File: src/snlf_pkg.sv
// shared constants and controller/datapath interface types for the skyline filter
`default_nettype none

package snlf_pkg;

    localparam int MAX_TUPLES_DEF = 64;
    localparam int COORD_BITS_DEF = 32;
    localparam int MAX_DIMS       = 4;
    localparam int NUM_COORDS     = 4;
    localparam int CFG_W          = 3;
    localparam int OUT_W          = 32;
    localparam int POS_W          = 6;

    localparam logic [CFG_W-1:0] DIMS_RESET = CFG_W'(MAX_DIMS);

    // commands from the sequencer to the datapath
    typedef struct packed {
        logic load;
        logic cand_rd;
        logic cand_ld;
        logic scan_rd;
        logic keep;
        logic next_i;
        logic flush;
    } t_cmd;

    // status from the datapath back to the sequencer
    typedef struct packed {
        logic j_last;
        logic i_last;
        logic dom;
        logic pend_vld;
        logic out_free;
    } t_sts;

endpackage

`default_nettype wire

File: src/snlf_ctrl.sv
// sequencer for loading, pairwise dominance scan and result emission
`default_nettype none

module snlf_ctrl (
    input  wire logic          i_clk,
    input  wire logic          i_rst_n,
    input  wire logic          i_valid,
    input  wire logic          i_final_tuple,
    output logic               o_stall,
    output snlf_pkg::t_cmd     o_cmd,
    input  wire snlf_pkg::t_sts i_sts
);
    import snlf_pkg::*;

    typedef enum logic [2:0] {
        S_IDLE,
        S_CRD,
        S_CLD,
        S_SCAN,
        S_WAIT,
        S_DECIDE,
        S_FLUSH
    } t_state;

    t_state r_state;
    t_state n_state;

    always_comb begin
        n_state = r_state;
        o_cmd   = '0;
        o_stall = (r_state != S_IDLE);
        unique case (r_state)
            S_IDLE: begin
                if (i_valid) begin
                    o_cmd.load = 1'b1;
                    if (i_final_tuple) begin
                        n_state = S_CRD;
                    end
                end
            end
            S_CRD: begin
                o_cmd.cand_rd = 1'b1;
                n_state       = S_CLD;
            end
            S_CLD: begin
                o_cmd.cand_ld = 1'b1;
                n_state       = S_SCAN;
            end
            S_SCAN: begin
                o_cmd.scan_rd = 1'b1;
                if (i_sts.j_last) begin
                    n_state = S_WAIT;
                end
            end
            S_WAIT: begin
                n_state = S_DECIDE;
            end
            S_DECIDE: begin
                if (i_sts.dom || !i_sts.pend_vld || i_sts.out_free) begin
                    o_cmd.keep = !i_sts.dom;
                    if (i_sts.i_last) begin
                        n_state = S_FLUSH;
                    end else begin
                        o_cmd.next_i = 1'b1;
                        n_state      = S_CRD;
                    end
                end
            end
            S_FLUSH: begin
                if (i_sts.out_free) begin
                    o_cmd.flush = 1'b1;
                    n_state     = S_IDLE;
                end
            end
            default: begin
                n_state = S_IDLE;
            end
        endcase
    end

    always_ff @(posedge i_clk) begin
        if (!i_rst_n) begin
            r_state <= S_IDLE;
        end else begin
            r_state <= n_state;
        end
    end

endmodule

`default_nettype wire

File: config.mk
export PLATFORM = sky130hd
export DESIGN_NAME = snlf_ctrl
export DESIGN_NICKNAME = d
export VERILOG_FILES = /design/src/snlf_pkg.sv /design/src/snlf_ctrl.sv
export SDC_FILE = /design/constraint.sdc
export NUM_CORES = 1
export LEC_CHECK = 0
export BUFFER_PORTS_ARGS = -buffer_cell sky130_fd_sc_hd__buf_2
export CAP_MARGIN = 20
export CORE_AREA = 2 2 39 41
export CTS_BUF_LIST = sky130_fd_sc_hd__clkbuf_2
export CTS_CLUSTER_DIAMETER = 50
export DETAILED_ROUTE_END_ITERATION = 8
export DIE_AREA = 0 0 41 43
export HOLD_SLACK_MARGIN = 0.06
export PLACE_DENSITY = 0.44
export REMOVE_ABC_BUFFERS = 1
export SYNTH_ARGS = -nofsm -noshare
export SYNTH_HDL_FRONTEND = slang
export SYNTH_SLANG_ARGS = --single-unit
File: constraint.sdc
create_clock -name i_clk -period 2 [get_ports i_clk]
set_input_delay 0.2 -clock i_clk [delete_from_list [all_inputs] [get_ports i_clk]]
set_output_delay 0.2 -clock i_clk [all_outputs]
set_load 0.02 [all_outputs]
==> impl_metrics.yaml, run 1 <==
clock_network:
  ctsHoldBuffers: 0
  numCtsBuffers: 3
  cts_setup_buffers: 0
  cts_sinks: 3
  cts_tree: "yes"
  clock_path_buffers: 2
  cts_resized: 0
  cts_root_buf: "clkbuf_2"
  clkTransAtPathRegs_ns: 0.05
  htree_levels: 1
  clkLatencyLatePin_ns: 0.20
critical_path:
  rrSetupSlack_ns: 0.47
  crit_path_start_kind: "flip-flop"
  cp_cell_sequence: "and3b_1, a211o_1, o41ai_2, a21oi_1"
  critPathMaxStageDelay_ns: 0.50
  r2r-end: "r_state[2]"
  r2r_start: "r_state[1]"
  arrival_ns: 1.62
  crit_type: "flip-flop to flip-flop"
  startpoint: "r_state[1]"
  crit_required_ns: 2.09
  worstSetupEndpointType: "flip-flop"
  cpMaxStageDelayCell: "dfxtp_1"
  critPathMaxFanout: 12
  reg2regPathDepth: 4
  worstSetupEndpoint: "r_state[2]"
power:
  intPower_mw: 0.2646
  power.switching_fraction_pct: 49.17
  peakVddDrop_uv: 356.3
  sequentialPowerShare_pct: 28.3
  clkPwrFrac_pct: 16.8
  switchingPower_mw: 0.2559
  p_leak_nw: 0.2090
  combPwrFrac_pct: 54.9
  power_density_nw_per_um2: 1288
  totalPowerFinal_mw: 0.5205
final_layout:
  postLayoutCellArea_um2: 404.1
  multi_input_area_um2: 212.7
  fin_cells: 74
  largest_register_ffs: 3
  final_util_pct: 29.20
  nets: 68
  regMostFlops: "r_state"
  syn_to_final_growth_pct: 29.72
  fillCellCount: 159
  antenna_cells: 0
  seq_area_um2: 60.06
  top_regs: "r_state x3"
  drive_gt1_share_pct: 37.93
synthesis:
  synth_top_area_share_pct: 19.28
  netlist_instances: 41
  post_synth.cell_area_avg_um2: 7.599
  synth_area_leaders: "dfxtp_1, and4bb_1, buf_6"
  synth_top_area_cell: "dfxtp_1"
  synth-seq-area-share_pct: 19.28
  yosysWarnings: 0
  ys_ff_latch: 3
  ys_types: 22
  netlist_area_um2: 311.5
floorplanning:
  core-area_um2: 1384
  dieArea_um2: 1763
  start_util_pct: 22.51
  die_h_um: 43
  dieWidth_um: 41
  rows: 14
  pin_count: 17
global_routing:
  antenna_found_initial: 0
  grt_pass1_wl_um: 1276
  overflow: 0
  grt_pass1_vias: 319
  grt_max_degree: 13
  grt.total_usage_pct: 10.53
timing:
  post-route-min-period_ns: 1.529
  setup_viol: 0
  fin_skew_ns: 0.0009975
  rsz0062_at_grt: "no"
  max_slew_margin_pct: 72.41
  fmax_ghz: 0.6539
  tns_ns: 0
  hold_viol_final: 0
  worst_slew_pin_slew_ns: 0.4130
  slew_viol_final: 0
  fin_crit_sh_pct: 76.47
routing:
  drt_iter0_markers: 5
  dr.pass1.iters: 4
  drt.antenna.violating_nets: 0
  wl_per_cell_um: 11.45
  drt_wl_total_um: 847
  drcViolationCount: 0
  vias: 346
  viasPerCell: 4.676
placed_design:
  place_inst: 70
  routabilityCongestion: 0.6797
  dp_hpwl_um: 622.5
  io_buffers: 16
  placed_cell_area_um2: 384.1
min_path:
  worstHoldPathType: "input pin to flip-flop"
flow_run:
  drv_cap: 0
run_status:
  status: "completed"
cell usage after synthesis:
cell type / count
or2_0: 1
a211o_1: 1
o41ai_2: 1
and3_1: 1
or3_4: 1
nand3b_1: 1
a31oi_1: 1
nand2_1: 3
and3b_1: 1
nand2b_1: 2
a211oi_1: 2
a21oi_1: 4
nor3b_1: 2
nor2b_1: 1
nor3_1: 3
buf_6: 2
and4bb_1: 2
nor2_1: 3
dfxtp_1: 3
buf_2: 1
inv_1: 3
o21ai_0: 2
cell families (layout without fill, tap and decap cells):
kind of cell	count (synthesis)	count (layout)	synth area share, %
flops	3	3	19.28
compound gates	11	11	24.50
buf+inv	6	23	12.45
simple gates	21	21	43.77
critical path, delay by kind of cell (launching register included):
kind | cells | cell delay (ns)
AOI/OAI and AO/OA | 3 | 0.68
DFF | 1 | 0.50
and+or+nand+nor | 1 | 0.23
area by class of cell:
type,instances,share of cell area (%)
Tap cell,16,4.954
Sequential cell,3,14.86
Inverter,3,2.786
Timing Repair Buffer,16,19.81
Multi-Input combinational cell,32,52.63
Clock buffer,4,4.954
power groups by stage:
stage / combinational (mW) / sequential, mW / clock (mW)
after CTS: 0.289 / 0.146 / 0.0913
after global placement: 0.287 / 0.147 / 0
after detailed placement: 0.287 / 0.146 / 0
after floorplan: 0.215 / 0.127 / 0
after global routing: 0.324 / 0.155 / 0.0973
final: 0.286 / 0.147 / 0.0873
worst min-delay path by stage:
stage,startpoint,to,slack [ns],cells past startpoint
floorplan,i_rst_n,r_state[2],0.31,2
global placement,i_rst_n,r_state[2],0.44,3
detailed placement,i_rst_n,r_state[2],0.44,3
CTS,i_rst_n,r_state[2],0.21,3
global route,i_rst_n,r_state[2],0.20,3
finish,i_rst_n,r_state[2],0.23,3
through the flow:
step | worst slack, ns | hold slack (ns)
final | 0.4706 | 0.2288
after global routing | 0.3835 | 0.2023
after CTS | 0.4759 | 0.2137
after detailed placement | 0.4814 | 0.4382
after global placement | 0.5035 | 0.4366
after floorplan | 0.6035 | 0.3062
metal layers:
layer  global-route usage, %  share of wire, %  vias to the layer above  routed length, um
met5                       0                 0                        -                  0
met4                   2.000                 0                        0                  0
met3                   4.712               7.7                        0                 65
met2                   16.25                49                       12                414
met1                   13.14                43                      154                367
li1                        -                 -                      180                  -
cell usage in the layout (no fill, tap or decap), drive strengths merged:
cell type,instances
nor2,3
dfxtp,3
and4bb,2
nand3b,1
nor2b,1
o21ai,2
a21oi,4
buf,16
nor3b,2
and3b,1
a211oi,2
and3,1
a211o,1
or3,1
inv,3
nand2b,2
or2,1
clkbuf,4
a31oi,1
nand2,3
o41ai,1
nor3,3
Power figures use the tool's default switching activity.
==> run 2: changes to the inputs <==
- PLACE_DENSITY: 0.44 -> 0.46
- clock period: 2 -> 1.35 ns (I/O delays scaled with it)
==> impl_metrics.yaml, run 2 (synthesized netlist as in run 1, its figures left out) <==
critical_path:
  crit_type: "flip-flop to flip-flop"
  worstSetupEndpointType: "flip-flop"
  critPathMaxFanout: 4
  crit_family: "compound AO/OA/AOI/OAI gates"
  r2r_start: "r_state[0]"
  cp_num_buf_inv: 1
  crit_path_start_kind: "flip-flop"
  crit_required_ns: 1.43
  cp_cell_sequence: "buf_6, and4bb_1, a211o_1, o41ai_2, a21oi_1"
  arrival_ns: 1.46
  cpMaxStageDelayCell: "dfxtp_4"
  startpoint: "r_state[0]"
  critPathMaxStageDelay_ns: 0.35
clock_network:
  ctsHoldBuffers: 0
  cts_root_buf: "clkbuf_2"
  clkLatencyLatePin_ns: 0.20
  cts_sinks: 3
  cts_tree: "yes"
  clkTransAtPathRegs_ns: 0.05
  clock_path_buffers: 2
  numCtsBuffers: 3
  htree_levels: 1
power:
  power_density_nw_per_um2: 1962
  p_leak_nw: 0.2698
  totalPowerFinal_mw: 1.092
  peakVddDrop_uv: 444.6
flow_run:
  drv_cap: 0
timing:
  whs_ns: 0.1644
  setup_viol: 1
  setup_slack_ns: -0.03723
  fin_skew_ns: 0.004515
  fmax_ghz: 0.7209
  fin_crit_sh_pct: 102.8
  slew_viol_final: 0
  post-route-min-period_ns: 1.387
  rsz0062_at_grt: "yes"
  max_slew_margin_pct: 79.67
  hold_viol_final: 0
  worst_slew_pin_slew_ns: 0.3031
routing:
  dr.pass1.iters: 4
  viasPerCell: 4.855
  wl_per_cell_um: 11.82
  drt_wl_total_um: 981
  drcViolationCount: 0
  vias: 403
  drt_iter0_markers: 6
  drt.antenna.violating_nets: 0
final_layout:
  final_common_cell: "buf_2"
  antenna_cells: 0
  top_regs: "r_state x3"
  fillCellCount: 154
  regMostFlops: "r_state"
  syn_to_final_growth_pct: 78.71
  drive_gt1_share_pct: 58.21
  final_util_pct: 40.24
  largest_register_ffs: 3
  mostFrequentLayoutCells: "buf_2, buf_6, a21oi_1, clkbuf_2, buf_4"
  nets: 77
placed_design:
  routabilityCongestion: 0.7166
  dp_hpwl_um: 669.8
  io_buffers: 16
run_status:
  status: "finished, violations left"
  violations: "negative setup slack"
global_routing:
  grt_pass1_vias: 382
  grt_max_degree: 7
  grt_pass1_wl_um: 1566
  grt.total_usage_pct: 13.03
  overflow: 0
  antenna_found_initial: 0
floorplanning:
  start_util_pct: 22.51
  dieWidth_um: 41
  pin_count: 17
  dieArea_um2: 1763
  core-area_um2: 1384
  die_h_um: 43
  rows: 14
min_path:
  hold_start: "i_rst_n"
  worstHoldPathType: "input pin to flip-flop"
run 2: cell count changes in the layout (fill, tap and decap cells not counted), moves of 2 or more:
cell     change
buf_4        +4
dfxtp_1      -3
buf_6        +9
dfxtp_4      +2
nor2_4       +3
nor2_1       -3
buf_2        -4
run 2: report_power, final:
part	switching (mW)	total (mW)	internal, mW
clock network	0.0469	0.125	0.0782
logic	0.375	0.774	0.398
registers	0.0500	0.194	0.144
total	0.472	1.09	0.620
run 2: metrics by stage:
stage                     worst slack, ns  instances  cell area, um^2   TNS, ns
after floorplan                  -0.04654         38            284.0  -0.04654
after global placement           -0.03241         76            429.2  -0.04204
after detailed placement         -0.05163         76            429.2  -0.05163
after CTS                        -0.03245         83            504.2  -0.04128
after global routing              -0.1172         83            556.8   -0.5204
final                            -0.03723         83            556.8  -0.03723
run 2: worst reg2reg max path: stages, from the launching register on:
cell,delay (ns)
dfxtp_4,0.35
buf_6,0.12
and4bb_1,0.19
a211o_1,0.26
o41ai_2,0.28
a21oi_1,0.06
run 2: metal layers:
metal,up-vias,part of all wire [%],wire (um),global-route usage (%)
met1,188,43,420,14.06
met4,0,0,0,4.000
met2,13,53,516,22.19
li1,202,-,-,-
met3,0,4.5,44,4.712
met5,-,0,0,0
run 2: layout make-up:
cell class,count,area [um^2],area share [%]
clock buffer,4,20.02,3.596
inverter,3,11.26,2.022
multi-input combinational,32,245.2,44.04
sequential,3,68.82,12.36
tap,16,20.02,3.596
timing repair buffer,25,191.4,34.38
run 2: worst paths after layout:
| path | endpoint | slack, ns | depth (start not counted) |
|---|---|---|---|
| max | r_state[2] | -0.04 | 5 |
| min | r_state[2] | 0.16 | 3 |
| max reg2reg | r_state[2] | -0.04 | 5 |
| min reg2reg | r_state[1] | 0.66 | 2 |
run 2: timing repair:
action / CTS / global route
cloned: 0 / 0
resized for setup: 12 / 14
endpoints found under the hold margin: 0 / 0
endpoints found under the setup margin: 5 / 10
pin swaps: 4 / 3
setup buffers: 4 / 0
==> run 3: changes to the inputs <==
--- a/config.mk
+++ b/config.mk
@@ -11,3 +11,2 @@
 export CTS_BUF_LIST = sky130_fd_sc_hd__clkbuf_2
-export CTS_CLUSTER_DIAMETER = 50
 export DETAILED_ROUTE_END_ITERATION = 8
==> constraint.sdc (replaced) <==
create_clock -name i_clk -period 1.35 [get_ports i_clk]
set_input_delay 0.27 -clock i_clk [delete_from_list [all_inputs] [get_ports i_clk]]
set_output_delay 0.27 -clock i_clk [all_outputs]
set_load 0.02 [all_outputs]
==> impl_metrics.yaml, run 3 (synthesized netlist as in run 1, its figures left out) <==
placed_design:
  dp_hpwl_um: 654.1
  placed_cell_area_um2: 429.2
  io_buffers: 16
  routabilityCongestion: 0.7372
critical_path:
  crit_path_start_kind: "flip-flop"
  crit_family: "simple AND/OR/NAND/NOR gates"
  crit_required_ns: 1.08
  crit_type: "flip-flop to output port"
  arrival_ns: 1.19
  critPathMaxFanout: 7
  cp_cell_sequence: "or3_4, nor2_2, buf_6"
  worstSetupEndpointType: "output port"
  cp_num_buf_inv: 1
  cpMaxStageDelayCell: "or3_4"
  critPathMaxStageDelay_ns: 0.38
clock_network:
  clkLatencyLatePin_ns: 0.21
  htree_levels: 1
  clkTransAtPathRegs_ns: 0.04
  numCtsBuffers: 3
  clock_path_buffers: 2
  cts_root_buf: "clkbuf_2"
  cts_sinks: 3
  cts_tree: "yes"
run_status:
  status: "finished, violations left"
  violations: "negative setup slack"
final_layout:
  fillCellCount: 143
  mostFrequentLayoutCells: "buf_2, buf_6, buf_4"
  largest_register_ffs: 3
  antenna_cells: 0
  regMostFlops: "r_state"
  nets: 78
  postLayoutCellArea_um2: 569.3
  syn_to_final_growth_pct: 82.73
  drive_gt1_share_pct: 60.29
  top_regs: "r_state x3"
  final_common_cell: "buf_2"
routing:
  drt_iter0_markers: 8
  drt.antenna.violating_nets: 0
  drcViolationCount: 0
  drt_wl_total_um: 923
  wl_per_cell_um: 10.99
  viasPerCell: 4.810
  vias: 404
  dr.pass1.iters: 2
power:
  peakVddDrop_uv: 456.6
  p_leak_nw: 0.2762
  power_density_nw_per_um2: 1817
timing:
  worst_slew_pin_slew_ns: 0.2648
  tns_ns: -0.4141
  fin_crit_sh_pct: 108.1
  post-route-min-period_ns: 1.459
  whs_ns: 0.2988
  fmax_ghz: 0.6853
  setup_slack_ns: -0.1093
  max_slew_margin_pct: 82.35
  hold_viol_final: 0
  setup_viol: 7
  rsz0062_at_grt: "yes"
  slew_viol_final: 0
  fin_skew_ns: 0.004781
flow_run:
  drv_cap: 0
floorplanning:
  start_util_pct: 22.51
  die_h_um: 43
  pin_count: 17
  rows: 14
  dieWidth_um: 41
  core-area_um2: 1384
  dieArea_um2: 1763
global_routing:
  grt_pass1_wl_um: 1407
  antenna_found_initial: 0
  overflow: 0
  grt.total_usage_pct: 11.71
  grt_max_degree: 8
  grt_pass1_vias: 386
min_path:
  worstHoldPathType: "input pin to flip-flop"
## run 3: cell types whose count changed in the layout (fill, tap and decap cells not counted), sizes merged
| cell | delta |
|---|---|
| buf | +1 |
## run 3: per-layer routing
| metal | track usage [%] | vias to the layer above | wire, um |
|---|---|---|---|
| met3 | 6.283 | 0 | 53 |
| li1 | - | 202 | - |
| met2 | 20.94 | 15 | 483 |
| met1 | 11.15 | 187 | 386 |
| met5 | 0 | - | 0 |
| met4 | 2.000 | 0 | 0 |
## run 3: final cells by class
type | count | area (um^2) | share of cell area (%)
Multi-Input combinational cell | 32 | 247.7 | 43.52
Timing Repair Buffer | 26 | 201.4 | 35.38
Sequential cell | 3 | 68.82 | 12.09
Clock buffer | 4 | 20.02 | 3.516
Tap cell | 16 | 20.02 | 3.516
Inverter | 3 | 11.26 | 1.978
## run 3: path summary, 6_finish.rpt
kind,startpoint,to,slack [ns],depth (start not counted)
min,i_rst_n,r_state[2],0.30,3
max reg2reg,r_state[1],r_state[2],-0.11,5
max,r_state[2],o_cmd[6],-0.11,3
min reg2reg,r_state[2],r_state[2],0.58,2
## run 3: repair_timing
item | 4_1_cts | 5_1_grt
hold buffers | 0 | 0
gates resized for setup | 20 | 7
endpoints found under the setup margin | 10 | 11
pin swaps | 5 | 1
setup buffers | 3 | 1
## run 3: stage by stage
stage / total power [mW] / std cells / worst slack [ns] / utilization, %
global route: 1.106 / 84 / -0.1788 / 41.14
global placement: 0.7121 / 76 / -0.03666 / 31.01
finish: 1.034 / 84 / -0.1093 / 41.14
detailed placement: 0.7020 / 76 / -0.04607 / 31.01
floorplan: 0.5065 / 38 / -0.04654 / -
CTS: 0.9708 / 83 / -0.1313 / 38.79
## run 3: worst register-to-register path: stages (launching register included)
cell and delay, ns:
dfxtp_2 0.34, buf_6 0.12, and4bb_1 0.20, a211o_1 0.31, o41ai_2 0.30, a21oi_1 0.07
## run 3: where the power goes
| part | internal [mW] | switching [mW] |
|---|---|---|
| Sequential | 0.144 | 0.0620 |
| Clock | 0.0782 | 0.0489 |
| Combinational | 0.364 | 0.338 |
